## src/sv/motion_alarm_qualifier_macros.svh

```systemverilog
// ----------------------------------------------------------------------------
// motion alarm qualifier assertion macros
// shared property forms for the qualifier checks
// ----------------------------------------------------------------------------
`ifndef MOTION_ALARM_QUALIFIER_MACROS_SVH
`define MOTION_ALARM_QUALIFIER_MACROS_SVH

// same-cycle implication, held off during reset
`define MAQ_ASSERT_NOW(label, clk, rst_n, ante, cons, msg) \
  label: assert property (@(posedge clk) disable iff (!rst_n) (ante) |-> (cons)) \
    else $error(msg);

// next-cycle implication, held off during reset
`define MAQ_ASSERT_NEXT(label, clk, rst_n, ante, cons, msg) \
  label: assert property (@(posedge clk) disable iff (!rst_n) (ante) |=> (cons)) \
    else $error(msg);

`endif

```

## src/sv/maq_pkg.sv

```systemverilog
`timescale 1ns / 1ps
// ----------------------------------------------------------------------------
// maq_pkg
// shared types and constants of the motion alarm qualifier
// ----------------------------------------------------------------------------
package maq_pkg;

  // configuration register indexes
  typedef enum logic [2:0] {
    REG_FRAME_AREA     = 3'd0,
    REG_THRESHOLD      = 3'd1,
    REG_HIT_FRAMES     = 3'd2,
    REG_REGION_ORIGIN  = 3'd3,
    REG_REGION_SIZE    = 3'd4,
    REG_SCHED_DAYS     = 3'd5,
    REG_SCHED_START    = 3'd6,
    REG_SCHED_END      = 3'd7
  } cfg_reg_t;

  localparam int CFG_IDX_BITS  = 3;
  localparam int CFG_DATA_BITS = 32;
  localparam int FRAME_BITS    = 24;
  localparam int PM_BITS       = 10;
  localparam int HITF_BITS     = 8;
  localparam int DAY_BITS      = 7;
  localparam int MIN_BITS      = 11;
  localparam int WDAY_BITS     = 3;
  localparam int COUNT_BITS    = 16;
  localparam int HALF_BITS     = 16;

  // quotient bits produced by the divider, covers 0..2047
  localparam int QUO_BITS = 11;
  localparam int CNT_BITS = $clog2(QUO_BITS);

  localparam logic [PM_BITS-1:0]    PM_SCALE   = 10'd1000;
  localparam logic [PM_BITS-1:0]    PM_MAX     = 10'd1000;
  localparam logic [HITF_BITS-1:0]  STREAK_MAX = 8'hff;
  localparam logic [COUNT_BITS-1:0] COUNT_MAX  = 16'hffff;
  localparam logic [2:0]            SUNDAY_BIT = 3'd6;
  localparam logic [WDAY_BITS-1:0]  WDAY_SUN   = 3'd0;
  localparam logic [WDAY_BITS-1:0]  WDAY_LAST  = 3'd6;

  // controller to datapath commands
  typedef struct packed {
    logic load;    // capture input word
    logic mul;     // scale moving area by 1000
    logic chk;     // overflow check, divider init, window and region checks
    logic step;    // one divider iteration
    logic commit;  // update streak and count, load result word
  } maq_cmd_t;

  // datapath to controller status
  typedef struct packed {
    logic saturated;  // quotient known to exceed the per-mille range
    logic div_last;   // final divider iteration in progress
  } maq_status_t;

endpackage

```

## src/sv/maq_ctrl.sv

```systemverilog
`timescale 1ns / 1ps
// ----------------------------------------------------------------------------
// maq_ctrl
// sequencing state machine of the motion alarm qualifier
// ----------------------------------------------------------------------------
module maq_ctrl (
  input  logic                clk,
  input  logic                rst_n,
  input  logic                in_valid,
  output logic                in_ready,
  output logic                out_valid,
  input  logic                out_ready,
  input  maq_pkg::maq_status_t status,
  output maq_pkg::maq_cmd_t    cmd
);

  typedef enum logic [2:0] {
    ST_IDLE,
    ST_MUL,
    ST_CHK,
    ST_DIV,
    ST_FIN
  } state_t;

  state_t state_r;
  state_t state_nxt;
  logic   out_valid_r;
  logic   out_valid_nxt;
  logic   slot_free;

  assign in_ready  = (state_r == ST_IDLE);
  assign out_valid = out_valid_r;
  assign slot_free = !out_valid_r || out_ready;

  always_comb begin
    cmd           = '0;
    state_nxt     = state_r;
    out_valid_nxt = out_valid_r && !out_ready;
    case (state_r)
      ST_IDLE: begin
        if (in_valid) begin
          cmd.load  = 1'b1;
          state_nxt = ST_MUL;
        end
      end
      ST_MUL: begin
        cmd.mul   = 1'b1;
        state_nxt = ST_CHK;
      end
      ST_CHK: begin
        cmd.chk   = 1'b1;
        state_nxt = ST_DIV;
      end
      ST_DIV: begin
        cmd.step = 1'b1;
        if (status.saturated || status.div_last) begin
          state_nxt = ST_FIN;
        end
      end
      ST_FIN: begin
        if (slot_free) begin
          cmd.commit    = 1'b1;
          out_valid_nxt = 1'b1;
          state_nxt     = ST_IDLE;
        end
      end
      default: begin
        state_nxt = ST_IDLE;
      end
    endcase
  end

  always_ff @(posedge clk) begin
    if (!rst_n) begin
      state_r     <= ST_IDLE;
      out_valid_r <= 1'b0;
    end else begin
      state_r     <= state_nxt;
      out_valid_r <= out_valid_nxt;
    end
  end

endmodule

```

## src/sv/maq_dp.sv

```systemverilog
`timescale 1ns / 1ps
// ----------------------------------------------------------------------------
// maq_dp
// datapath: config registers, per-mille divider, window and region checks,
// streak and alarm counters, result register
// ----------------------------------------------------------------------------
module maq_dp #(
  parameter int COORD_BITS = 12,
  parameter int AREA_BITS  = 24
) (
  input  logic                                clk,
  input  logic                                rst_n,
  input  logic                                cfg_we,
  input  logic [maq_pkg::CFG_IDX_BITS-1:0]    cfg_index,
  input  logic [maq_pkg::CFG_DATA_BITS-1:0]   cfg_data,
  input  logic [AREA_BITS-1:0]                in_motion_area,
  input  logic                                in_box_present,
  input  logic [COORD_BITS-1:0]               in_box_x,
  input  logic [COORD_BITS-1:0]               in_box_y,
  input  logic [COORD_BITS-1:0]               in_box_w,
  input  logic [COORD_BITS-1:0]               in_box_h,
  input  logic [maq_pkg::WDAY_BITS-1:0]       in_weekday,
  input  logic [maq_pkg::MIN_BITS-1:0]        in_minute_of_day,
  input  maq_pkg::maq_cmd_t                   cmd,
  output maq_pkg::maq_status_t                status,
  output logic                                out_alarm,
  output logic [maq_pkg::PM_BITS-1:0]         out_area_per_mille,
  output logic                                out_frame_hit,
  output logic                                out_in_schedule,
  output logic [maq_pkg::HITF_BITS-1:0]       out_streak_now,
  output logic [maq_pkg::COUNT_BITS-1:0]      out_alarm_total
);

  localparam int NW  = AREA_BITS + maq_pkg::PM_BITS;
  localparam int DSW = maq_pkg::FRAME_BITS + maq_pkg::QUO_BITS;
  localparam int CW  = (NW > DSW) ? NW : DSW;
  localparam int SW  = maq_pkg::HALF_BITS + 1;
  localparam int FB  = maq_pkg::FRAME_BITS;
  localparam int QB  = maq_pkg::QUO_BITS;
  localparam int HB  = maq_pkg::HALF_BITS;

  // configuration registers
  logic [FB-1:0]                     frame_area_r;
  logic [maq_pkg::PM_BITS-1:0]       threshold_r;
  logic [maq_pkg::HITF_BITS-1:0]     hit_frames_r;
  logic [maq_pkg::CFG_DATA_BITS-1:0] region_origin_r;
  logic [maq_pkg::CFG_DATA_BITS-1:0] region_size_r;
  logic [maq_pkg::DAY_BITS-1:0]      sched_days_r;
  logic [maq_pkg::MIN_BITS-1:0]      sched_start_r;
  logic [maq_pkg::MIN_BITS-1:0]      sched_end_r;

  // captured input word
  logic [AREA_BITS-1:0]          area_r;
  logic                          present_r;
  logic [COORD_BITS-1:0]         box_x_r;
  logic [COORD_BITS-1:0]         box_y_r;
  logic [COORD_BITS-1:0]         box_w_r;
  logic [COORD_BITS-1:0]         box_h_r;
  logic [maq_pkg::WDAY_BITS-1:0] wday_r;
  logic [maq_pkg::MIN_BITS-1:0]  minute_r;

  // divider state
  logic [NW-1:0]                 num_r;
  logic                          sat_r;
  logic [FB-1:0]                 rem_r;
  logic [QB-1:0]                 nlo_r;
  logic [QB-1:0]                 quo_r;
  logic [maq_pkg::CNT_BITS-1:0]  cnt_r;
  logic                          sched_r;
  logic                          box_ok_r;

  // persistent state
  logic [maq_pkg::HITF_BITS-1:0]  streak_r;
  logic [maq_pkg::COUNT_BITS-1:0] count_r;

  // result register
  logic                           res_alarm_r;
  logic [maq_pkg::PM_BITS-1:0]    res_pm_r;
  logic                           res_hit_r;
  logic                           res_sched_r;
  logic [maq_pkg::HITF_BITS-1:0]  res_streak_r;
  logic [maq_pkg::COUNT_BITS-1:0] res_count_r;

  // combinational
  logic [FB-1:0]                  divisor;
  logic [CW-1:0]                  num_ext;
  logic [CW-1:0]                  den_shift;
  logic [FB:0]                    trial;
  logic [FB:0]                    trial_diff;
  logic                           trial_ge;
  logic [2:0]                     day_sel;
  logic                           day_ok;
  logic                           sched_nxt;
  logic [HB-1:0]                  reg_x, reg_y, reg_w, reg_h;
  logic [SW-1:0]                  lo_x, lo_y, hi_x, hi_y;
  logic [SW-1:0]                  box_rx, box_ry, reg_rx, reg_ry;
  logic                           overlap;
  logic                           box_ok_nxt;
  logic [maq_pkg::PM_BITS-1:0]    pm_val;
  logic                           hit;
  logic [maq_pkg::HITF_BITS-1:0]  streak_inc;
  logic                           fire;
  logic [maq_pkg::HITF_BITS-1:0]  streak_nxt;
  logic [maq_pkg::COUNT_BITS-1:0] count_nxt;

  // zero frame area divides as one
  assign divisor   = (frame_area_r == '0) ? FB'(1) : frame_area_r;
  assign num_ext   = CW'(num_r);
  assign den_shift = CW'({divisor, {QB{1'b0}}});

  // restoring divider step
  assign trial      = {rem_r, nlo_r[QB-1]};
  assign trial_ge   = (trial >= {1'b0, divisor});
  assign trial_diff = trial - {1'b0, divisor};

  assign status.saturated = sat_r;
  assign status.div_last  = (cnt_r == maq_pkg::CNT_BITS'(QB - 1));

  // weekday window
  always_comb begin
    if (wday_r == maq_pkg::WDAY_SUN || wday_r > maq_pkg::WDAY_LAST) begin
      day_sel = maq_pkg::SUNDAY_BIT;
    end else begin
      day_sel = 3'(wday_r - 3'd1);
    end
    day_ok = sched_days_r[day_sel];
    if (!day_ok) begin
      sched_nxt = 1'b0;
    end else if (sched_start_r == sched_end_r) begin
      sched_nxt = 1'b1;
    end else if (sched_start_r < sched_end_r) begin
      sched_nxt = (minute_r >= sched_start_r) && (minute_r < sched_end_r);
    end else begin
      sched_nxt = (minute_r >= sched_start_r) || (minute_r < sched_end_r);
    end
  end

  // region of interest check
  always_comb begin
    reg_x  = region_origin_r[2*HB-1:HB];
    reg_y  = region_origin_r[HB-1:0];
    reg_w  = region_size_r[2*HB-1:HB];
    reg_h  = region_size_r[HB-1:0];
    box_rx = SW'(box_x_r) + SW'(box_w_r);
    box_ry = SW'(box_y_r) + SW'(box_h_r);
    reg_rx = SW'(reg_x) + SW'(reg_w);
    reg_ry = SW'(reg_y) + SW'(reg_h);
    lo_x   = (SW'(box_x_r) > SW'(reg_x)) ? SW'(box_x_r) : SW'(reg_x);
    lo_y   = (SW'(box_y_r) > SW'(reg_y)) ? SW'(box_y_r) : SW'(reg_y);
    hi_x   = (box_rx < reg_rx) ? box_rx : reg_rx;
    hi_y   = (box_ry < reg_ry) ? box_ry : reg_ry;
    overlap    = (hi_x > lo_x) && (hi_y > lo_y);
    box_ok_nxt = (reg_w == '0) || (reg_h == '0) || !present_r ||
                 (box_w_r == '0) || (box_h_r == '0) || overlap;
  end

  // per-mille, hit, streak and alarm count
  always_comb begin
    if (sat_r || (quo_r > QB'(maq_pkg::PM_MAX))) begin
      pm_val = maq_pkg::PM_MAX;
    end else begin
      pm_val = quo_r[maq_pkg::PM_BITS-1:0];
    end
    hit        = (pm_val > threshold_r);
    streak_inc = (streak_r < maq_pkg::STREAK_MAX) ? (streak_r + 8'd1) : streak_r;
    fire       = 1'b0;
    streak_nxt = '0;
    count_nxt  = count_r;
    if (sched_r && hit) begin
      if (streak_inc >= hit_frames_r) begin
        fire = box_ok_r;
        if (box_ok_r && (count_r < maq_pkg::COUNT_MAX)) begin
          count_nxt = count_r + 16'd1;
        end
      end else begin
        streak_nxt = streak_inc;
      end
    end
  end

  // configuration and persistent state
  always_ff @(posedge clk) begin
    if (!rst_n) begin
      frame_area_r    <= 24'd307200;
      threshold_r     <= 10'd8;
      hit_frames_r    <= 8'd2;
      region_origin_r <= '0;
      region_size_r   <= '0;
      sched_days_r    <= 7'h7f;
      sched_start_r   <= '0;
      sched_end_r     <= '0;
      streak_r        <= '0;
      count_r         <= '0;
    end else begin
      if (cfg_we) begin
        case (maq_pkg::cfg_reg_t'(cfg_index))
          maq_pkg::REG_FRAME_AREA:    frame_area_r    <= cfg_data[FB-1:0];
          maq_pkg::REG_THRESHOLD:     threshold_r     <= cfg_data[maq_pkg::PM_BITS-1:0];
          maq_pkg::REG_HIT_FRAMES:    hit_frames_r    <= cfg_data[maq_pkg::HITF_BITS-1:0];
          maq_pkg::REG_REGION_ORIGIN: region_origin_r <= cfg_data;
          maq_pkg::REG_REGION_SIZE:   region_size_r   <= cfg_data;
          maq_pkg::REG_SCHED_DAYS:    sched_days_r    <= cfg_data[maq_pkg::DAY_BITS-1:0];
          maq_pkg::REG_SCHED_START:   sched_start_r   <= cfg_data[maq_pkg::MIN_BITS-1:0];
          maq_pkg::REG_SCHED_END:     sched_end_r     <= cfg_data[maq_pkg::MIN_BITS-1:0];
          default: ;
        endcase
      end
      if (cmd.commit) begin
        streak_r <= streak_nxt;
        count_r  <= count_nxt;
      end
    end
  end

  // payload registers
  always_ff @(posedge clk) begin
    if (cmd.load) begin
      area_r    <= in_motion_area;
      present_r <= in_box_present;
      box_x_r   <= in_box_x;
      box_y_r   <= in_box_y;
      box_w_r   <= in_box_w;
      box_h_r   <= in_box_h;
      wday_r    <= in_weekday;
      minute_r  <= in_minute_of_day;
    end
    if (cmd.mul) begin
      num_r <= NW'(area_r) * NW'(maq_pkg::PM_SCALE);
    end
    if (cmd.chk) begin
      sat_r    <= (num_ext >= den_shift);
      rem_r    <= num_ext[QB +: FB];
      nlo_r    <= num_r[QB-1:0];
      quo_r    <= '0;
      cnt_r    <= '0;
      sched_r  <= sched_nxt;
      box_ok_r <= box_ok_nxt;
    end
    if (cmd.step) begin
      rem_r <= trial_ge ? trial_diff[FB-1:0] : trial[FB-1:0];
      nlo_r <= {nlo_r[QB-2:0], 1'b0};
      quo_r <= {quo_r[QB-2:0], trial_ge};
      cnt_r <= cnt_r + maq_pkg::CNT_BITS'(1);
    end
    if (cmd.commit) begin
      res_alarm_r  <= fire;
      res_pm_r     <= pm_val;
      res_hit_r    <= hit;
      res_sched_r  <= sched_r;
      res_streak_r <= streak_nxt;
      res_count_r  <= count_nxt;
    end
  end

  assign out_alarm          = res_alarm_r;
  assign out_area_per_mille = res_pm_r;
  assign out_frame_hit      = res_hit_r;
  assign out_in_schedule    = res_sched_r;
  assign out_streak_now     = res_streak_r;
  assign out_alarm_total    = res_count_r;

endmodule

```

## src/sv/motion_alarm_qualifier.sv

```systemverilog
`timescale 1ns / 1ps
// ----------------------------------------------------------------------------
// motion_alarm_qualifier
// qualifies motion-detector frame results into alarms: per-mille area,
// threshold, weekday/minute window, hit streak and region of interest
// ----------------------------------------------------------------------------
//
//  channel | handshake            | payload
//  --------+----------------------+-------------------------------------------
//  in      | in_valid / in_ready  | motion_area, box_*, weekday, minute_of_day
//  out     | out_valid / out_ready| alarm, area_per_mille, frame_hit,
//          |                      | in_schedule, streak_now, alarm_total
//  cfg     | cfg_we               | cfg_index, cfg_data (write only)
//
//  one word at a time: the next input word waits until the last is committed;
//  the 11-step restoring divider for the per-mille quotient stops early when
//  the scaled area reaches 2048 frame areas and the quotient saturates
//  a finished word sits in the result register while the next input word
//  is taken and worked on; only the final commit waits for that register
//  synchronous active-low reset restores the register defaults and clears
//  the hit streak, the alarm count and the output valid
//
module motion_alarm_qualifier #(
  parameter int COORD_BITS = 12,
  parameter int AREA_BITS  = 24
) (
  input  logic                               clk,
  input  logic                               rst_n,
  // configuration writes
  input  logic                               cfg_we,
  input  logic [maq_pkg::CFG_IDX_BITS-1:0]   cfg_index,
  input  logic [maq_pkg::CFG_DATA_BITS-1:0]  cfg_data,
  // input words
  input  logic                               in_valid,
  output logic                               in_ready,
  input  logic [AREA_BITS-1:0]               in_motion_area,
  input  logic                               in_box_present,
  input  logic [COORD_BITS-1:0]              in_box_x,
  input  logic [COORD_BITS-1:0]              in_box_y,
  input  logic [COORD_BITS-1:0]              in_box_w,
  input  logic [COORD_BITS-1:0]              in_box_h,
  input  logic [maq_pkg::WDAY_BITS-1:0]      in_weekday,
  input  logic [maq_pkg::MIN_BITS-1:0]       in_minute_of_day,
  // result words
  output logic                               out_valid,
  input  logic                               out_ready,
  output logic                               out_alarm,
  output logic [maq_pkg::PM_BITS-1:0]        out_area_per_mille,
  output logic                               out_frame_hit,
  output logic                               out_in_schedule,
  output logic [maq_pkg::HITF_BITS-1:0]      out_streak_now,
  output logic [maq_pkg::COUNT_BITS-1:0]     out_alarm_total
);

  // command and status between sequencer and datapath
  maq_pkg::maq_cmd_t    cmd;
  maq_pkg::maq_status_t status;

  // sequencer: capture, scale, check, divide, commit
  maq_ctrl u_ctrl (
    .clk       (clk),
    .rst_n     (rst_n),
    .in_valid  (in_valid),
    .in_ready  (in_ready),
    .out_valid (out_valid),
    .out_ready (out_ready),
    .status    (status),
    .cmd       (cmd)
  );

  // datapath: config registers, divider, checks, counters, result register
  maq_dp #(
    .COORD_BITS (COORD_BITS),
    .AREA_BITS  (AREA_BITS)
  ) u_dp (
    .clk                (clk),
    .rst_n              (rst_n),
    .cfg_we             (cfg_we),
    .cfg_index          (cfg_index),
    .cfg_data           (cfg_data),
    .in_motion_area     (in_motion_area),
    .in_box_present     (in_box_present),
    .in_box_x           (in_box_x),
    .in_box_y           (in_box_y),
    .in_box_w           (in_box_w),
    .in_box_h           (in_box_h),
    .in_weekday         (in_weekday),
    .in_minute_of_day   (in_minute_of_day),
    .cmd                (cmd),
    .status             (status),
    .out_alarm          (out_alarm),
    .out_area_per_mille (out_area_per_mille),
    .out_frame_hit      (out_frame_hit),
    .out_in_schedule    (out_in_schedule),
    .out_streak_now     (out_streak_now),
    .out_alarm_total    (out_alarm_total)
  );

  // checks
  `include "motion_alarm_qualifier_macros.svh"

  // one word in flight: accepting a word closes the input until commit
  `MAQ_ASSERT_NEXT(a_busy_after_accept, clk, rst_n, in_valid && in_ready, !in_ready,
                   "input open while busy")
  // an alarm only comes from an in-schedule hit, and it clears the streak
  `MAQ_ASSERT_NOW(a_alarm_needs_hit, clk, rst_n, out_valid && out_alarm,
                  out_frame_hit && out_in_schedule && (out_streak_now == '0),
                  "alarm without qualified hit")
  // per-mille stays within its saturated range
  `MAQ_ASSERT_NOW(a_pm_range, clk, rst_n, out_valid,
                  out_area_per_mille <= maq_pkg::PM_MAX, "per-mille above 1000")
  // an alarm always leaves a nonzero count
  `MAQ_ASSERT_NOW(a_alarm_counted, clk, rst_n, out_valid && out_alarm,
                  out_alarm_total != '0, "alarm not counted")

endmodule
```

## config.mk

```make
export PLATFORM = sky130hd
export DESIGN_NAME = motion_alarm_qualifier
export DESIGN_NICKNAME = d
export VERILOG_FILES = /design/src/sv/maq_pkg.sv /design/src/sv/maq_ctrl.sv /design/src/sv/maq_dp.sv /design/src/sv/motion_alarm_qualifier.sv
export VERILOG_INCLUDE_DIRS = /design/src /design/src/sv
export SDC_FILE = /design/constraint.sdc
export NUM_CORES = 1
export LEC_CHECK = 0
export BUFFER_PORTS_ARGS = -buffer_cell sky130_fd_sc_hd__buf_2
export CORE_AREA = 3 3 231 233
export CTS_CLUSTER_SIZE = 28
export DETAILED_ROUTE_END_ITERATION = 8
export DIE_AREA = 0 0 234 236
export PLACE_DENSITY = 0.78
export SYNTH_ARGS = -nofsm -noshare
export SYNTH_HDL_FRONTEND = slang
export SYNTH_SLANG_ARGS = --single-unit
```

## constraint.sdc

```tcl
create_clock -name clk -period 13.2 [get_ports clk]
set_input_delay 0.66 -clock clk [delete_from_list [all_inputs] [get_ports clk]]
set_output_delay 0.66 -clock clk [all_outputs]
set_load 0.05 [all_outputs]
```

Yosys cells after proc, flatten, opt, wreduce, memory -nomap -nowiden
Cells that the tools add are included.

cells by class
  shift-type cells = 0
  $mul = 1
  equal/unequal tests = 16
  reductions and logical operators = 37
  bitwise logic cells = 0
  div/mod/pow operators = 0
  multiplexer cells = 39
  $lt $le $gt $ge = 18
  add/sub/neg operators = 9

operators with widths
  operator                                            number
  2-to-1 mux 24 bit                                   4
  2-to-1 mux 16 bit                                   5
  2-to-1 mux 11 bit                                   4
  >= comparator 34 x 35 -> 1 bit                      1
  adder 16 x 16 -> 17 bit                             2
  greater-than comparator 17 bit                      2
  < comparator 17 bit                                 2
  2-to-1 mux 17 bit                                   2
  greater-than comparator 12 x 16 -> 1 bit            2
  zero test 16 bit                                    2
  multiplier 24 x 7 -> 31 bit, second input constant  1
  adder 12 x 12 -> 13 bit                             2
  >= comparator 25 x 24 -> 1 bit                      1
  zero test 12 bit                                    2
  zero test 24 bit                                    1
  2-to-1 mux 8 bit                                    3
  subtractor 24 bit                                   1
  < comparator 11 bit                                 2
  AND reduction 2 bit                                 9
  adder 16 x 1 -> 16 bit, second input constant       1
  < comparator 16 bit, second input constant          1
  == test 3 bit, second input constant                5
  case mux 3 bit (5 select lines)                     1
  == test 3 x 2 -> 1 bit, second input constant       4
  other kinds (26)                                    60

word-level totals
  memory bits (read-only) = 0
  bits in registers = 368
  bits in writable memories = 0
  memories kept = 0
  bits in latches = 0
  input bits = 127
  logic and storage cells = 155
  output and inout bits = 39

Depth between registers and ports, before layout
  word-level depth = 6
  mapped depth = 29
  mapped depth without buffers = 28

Modules after synthesis
A second synthesis with hierarchy kept.

unflattened totals
  cells, all modules = 2,607
  area total of the unflattened synthesis = 25,824.8 um^2

modules (own cells, without submodules)
  module    sequential area each (um^2)  cells an instance  times used  area each (um^2)
  maq_dp    9,339.0                      2,581              1           25,585.8
  maq_ctrl  80.1                         26                 1           239.0

Worst setup path after synthesis
Ideal clock, no wire load.

  kind = input -> register
  start point = in in_valid
  end point = reg u_dp.area_r[0], enable pin
  stages on the path = 2
  required time = 12.543 ns
  slack = 5.400 ns
  path buffers = 0
  data arrival time = 7.143 ns
  setup time = 0.657 ns
  path through = nor2b_1 -> nor3b_1

RTL lines
  what                  RTL line                      source
  from (decl)           motion_alarm_qualifier.sv:34  input logic in_valid,
  to (signal assigned)  maq_dp.sv:218                 area_r <= in_motion_area;
  to (decl)             maq_dp.sv:53                  logic [AREA_BITS-1:0] area_r;

Final worst setup path
  start point = reg u_dp.box_x_r[1]
  end point = reg u_dp.box_ok_r (data pin)

between the ends
  cells in the longest elaborated chain, start to end = 6
  elaborated cells between the ends (all ways) = 8
  those cells by class = add/sub (1); order compare (3); mux (2); reduce/logical (2)

ends and longest elaborated chain
  what                                RTL line       source
  from (decl)                         maq_dp.sv:55   logic [COORD_BITS-1:0] box_x_r;
  from (signal assigned)              maq_dp.sv:220  box_x_r <= in_box_x;
  adder 12 x 12 -> 13 bit             maq_dp.sv:144  box_rx = SW'(box_x_r) + SW'(box_w_r);
  < comparator 17 bit                 maq_dp.sv:150  hi_x = (box_rx < reg_rx) ? box_rx : reg_rx;
  2-to-1 mux 17 bit                   maq_dp.sv:150
  greater-than comparator 17 bit (*)  maq_dp.sv:152  overlap = (hi_x > lo_x) && (hi_y > lo_y);
  logical AND 1 bit (*)               maq_dp.sv:152
  logical OR 1 bit (*)                maq_dp.sv:154  (box_w_r == '0) || (box_h_r == '0) || overlap;
  via u_dp.box_ok_nxt                 maq_dp.sv:98   logic box_ok_nxt;
  to (signal assigned)                maq_dp.sv:237  box_ok_r <= box_ok_nxt;
  to (decl)                           maq_dp.sv:70   logic box_ok_r;

Mark *: on every way through the listed nets, which the timed path passes. The rest lies on a longest branch.
A chain may end at the register's enable or synchronous reset.

==> out/qor.csv <==
metric,value,unit
Final Skew,0.0262,ns
"EDFF count, synth",205,
"Clk Latency, worst-skew pair",0.57,ns
Final TNS setup,0,ns
Cells after DPL,3397,
met3 GRT Util,3.14,%
fin nets,3288,
Clock Sinks,368,
gpl congestion,0.905,
CTS tree,built,
largest net degree at the start of global routing,109,
sequential share of the synthesized area,36.8,%
fill count,4400,
status,"complete, no violations",
Final Critical Period,6.90,ns
YS warnings,0,
Synth Cell Area,0.0256,mm2
"CTS clk-pin slew, worst paths",0.06,ns
register area,0.00942,mm2
WS Path Type,reg2reg,
remaining antenna violation count,0,
"non-filler cells, final",3479,
count of cell types in the netlist,78,
post-cts gate resize count,0,
Worst EP arrival,7.19,ns
Max clock buf depth,3,
Slew HR,15.8,%
first-pass GRT wire length,99600,um
crit end category,flop,
fraction of registers with async set or reset after synthesis,0,%
proportion of layout cells with a drive suffix above 1,9.92,%
Most used DFF post-synth,edfxtp_1,
synth-to-layout area growth,11.4,%
most frequent cell after synthesis,nand2_1,
Global Route met1 Usage,28.6,%
Post-DP HPWL,46800,um
vias in the first global route,19800,
die width,234,um
via density per instance,5.67,
GR Overflow Total,0,
met2 usage,37.6,%
post-DR wirelength/cell,17.7,um
Slew Limit Fails,0,
Post-synth top cells,"nand2_1, ha_1, edfxtp_1",
worst slew pin tran,1.25,ns
top post-synthesis cells by area,"edfxtp_1, ha_1, dfxtp_1, fa_1, nand2_1",
postcts setup bufs,0,
H-Tree Level Count,2,
pwr/cell area,161,mW/mm2
Leakage,0.0116,uW
footprint of the multi-input gates,0.0152,mm2
num rows,83,
via count,19700,
DR DRC count,0,
DIE AREA,0.0552,mm2
cts bufs inserted,42,
top cell type's share of synthesized area,24.0,%
syn_area_per_cell,9.80,um2
die height,236,um
Synth area leader,edfxtp_1,
RSZ-0062 raised after global routing,no,
CP max FO,13,
1st-iter DRT viols,1182,
CP required,13.49,ns
core footprint,0.0514,mm2
CTS Root Cell,clkbuf_16,
maximum VDD drop,0.000123,V
Final Cycle Share,52.3,%
Max-Cap Viols,0,
Hold Crit Class,in2reg,
hold buffer count at cts,0,
First-pass DRT Iterations,5,
Post-Synthesis Cells,2615,
final hold violations,0,
total track usage,22.1,%
initial antenna violation count,8,
# IOs,166,
Starting Density,49.8,%
CP startpoint kind,flop,
Seq cells post-synth,368,
# setup viols final,0,
GRT busiest layer,met2,
Total Wirelength,61500,um
port bufs,165,
Max Fclk,0.145,GHz
worst paths after layout:
kind	start	endpoint	slack [ns]	depth (start not counted)
worst max-delay path	u_dp.box_x_r[1]	u_dp.box_ok_r	6.30	24
worst min-delay path	in_box_h[5]	u_dp.box_h_r[5]	0.26	1
worst max register to register	u_dp.box_x_r[1]	u_dp.box_ok_r	6.30	24
worst min register to register	u_dp.hit_frames_r[2]	u_dp.hit_frames_r[2]	0.46	2
metrics by stage:
step / power (uW) / setup WS, ns / utilization [%] / cell area, um2 / hold WS [ns]
after floorplan: 2970 / 5.40 / - / 25600 / 0.435
after detailed placement: 3390 / 6.35 / 52.8 / 27100 / 0.455
after global routing: 4940 / 6.10 / 55.5 / 28500 / 0.232
final: 4590 / 6.30 / 55.5 / 28500 / 0.261
after global placement: 3310 / 6.62 / 52.8 / 27100 / 0.444
after CTS: 4610 / 6.32 / 55.5 / 28500 / 0.231
worst max-delay path: stages, from the launching register on:
cell,delay [ns]
edfxtp_1,0.45
ha_1,0.31
a21oi_1,0.23
o211ai_1,0.16
a31oi_1,0.28
nor2b_1,0.09
o21a_1,0.19
o41ai_1,0.39
xor2_1,0.26
inv_1,0.07
ha_1,0.27
o21ai_0,0.07
a21oi_1,0.18
o211ai_1,0.12
a31o_1,0.23
nor4b_4,0.95
mux2_2,0.43
ha_1,0.30
nand3_1,0.09
nor2_1,0.12
nand4_1,0.10
nor4_1,0.81
nor3_1,0.07
o21ai_0,0.29
o2111ai_1,0.17
where the power goes:
part | leakage, uW | internal, uW | switching, uW
clock | 0.000681 | 709 | 483
sequential | 0.00320 | 1400 | 84.0
combinational | 0.00772 | 858 | 1050
cells by family after synthesis:
group	after synthesis	share of synthesized area, %
buffers and inverters	274	4.18
XOR/XNOR	100	3.42
AO/OA/AOI/OAI	554	14.9
flip-flops	368	36.8
other	1	0.0146
adder cells (fa/ha/maj)	401	22.2
multiplexers	77	3.12
AND/OR/NAND/NOR	840	15.4
registers in the layout, summed over array words and instances (netlist names), 12 cells and up:
name / count
u_dp.num_r: 31
u_dp.box_y_r: 12
u_dp.box_w_r: 12
u_dp.box_h_r: 12
u_dp.out_alarm_total: 16
u_dp.rem_r: 24
u_dp.frame_area_r: 24
u_dp.area_r: 24
u_dp.count_r: 16
u_dp.region_size_r: 32
u_dp.region_origin_r: 32
u_dp.box_x_r: 12
per-layer routing:
metal | share of wire [%] | wire [um] | vias up
li1 | - | - | 9646
met1 | 43 | 26700 | 9410
met2 | 48 | 29500 | 529
met3 | 5.3 | 3240 | 126
met4 | 3.3 | 2020 | 6
met5 | 0.070 | 43 | -
cell type report:
class	instances	share of cell area [%]
well taps	680	2.98
flip-flops and latches	368	33.0
diodes	6	0.0526
clock buffers	62	4.32
clock inverters	14	0.596
repair buffers	178	3.24
multi-input cells	1978	53.3
inverters	193	2.54
cell usage in the layout (no fill, tap or decap), types with 33 or more instances in the layout:
| cell | instances |
|---|---|
| buf_2 | 164 |
| clkbuf_16 | 44 |
| inv_1 | 193 |
| dfxtp_1 | 163 |
| a21boi_0 | 138 |
| nand3_1 | 56 |
| mux2i_1 | 67 |
| o21ai_0 | 89 |
| xor2_1 | 43 |
| ha_1 | 309 |
| nor2b_1 | 33 |
| xnor2_1 | 57 |
| a21o_1 | 49 |
| fa_1 | 91 |
| nor2_1 | 113 |
| a21oi_1 | 88 |
| nor3_1 | 44 |
| edfxtp_1 | 205 |
| nand2_1 | 383 |
| and3_1 | 34 |
| nor4_1 | 34 |
| o21a_1 | 42 |
| nand4_1 | 37 |
Power figures use the tool's default switching activity.
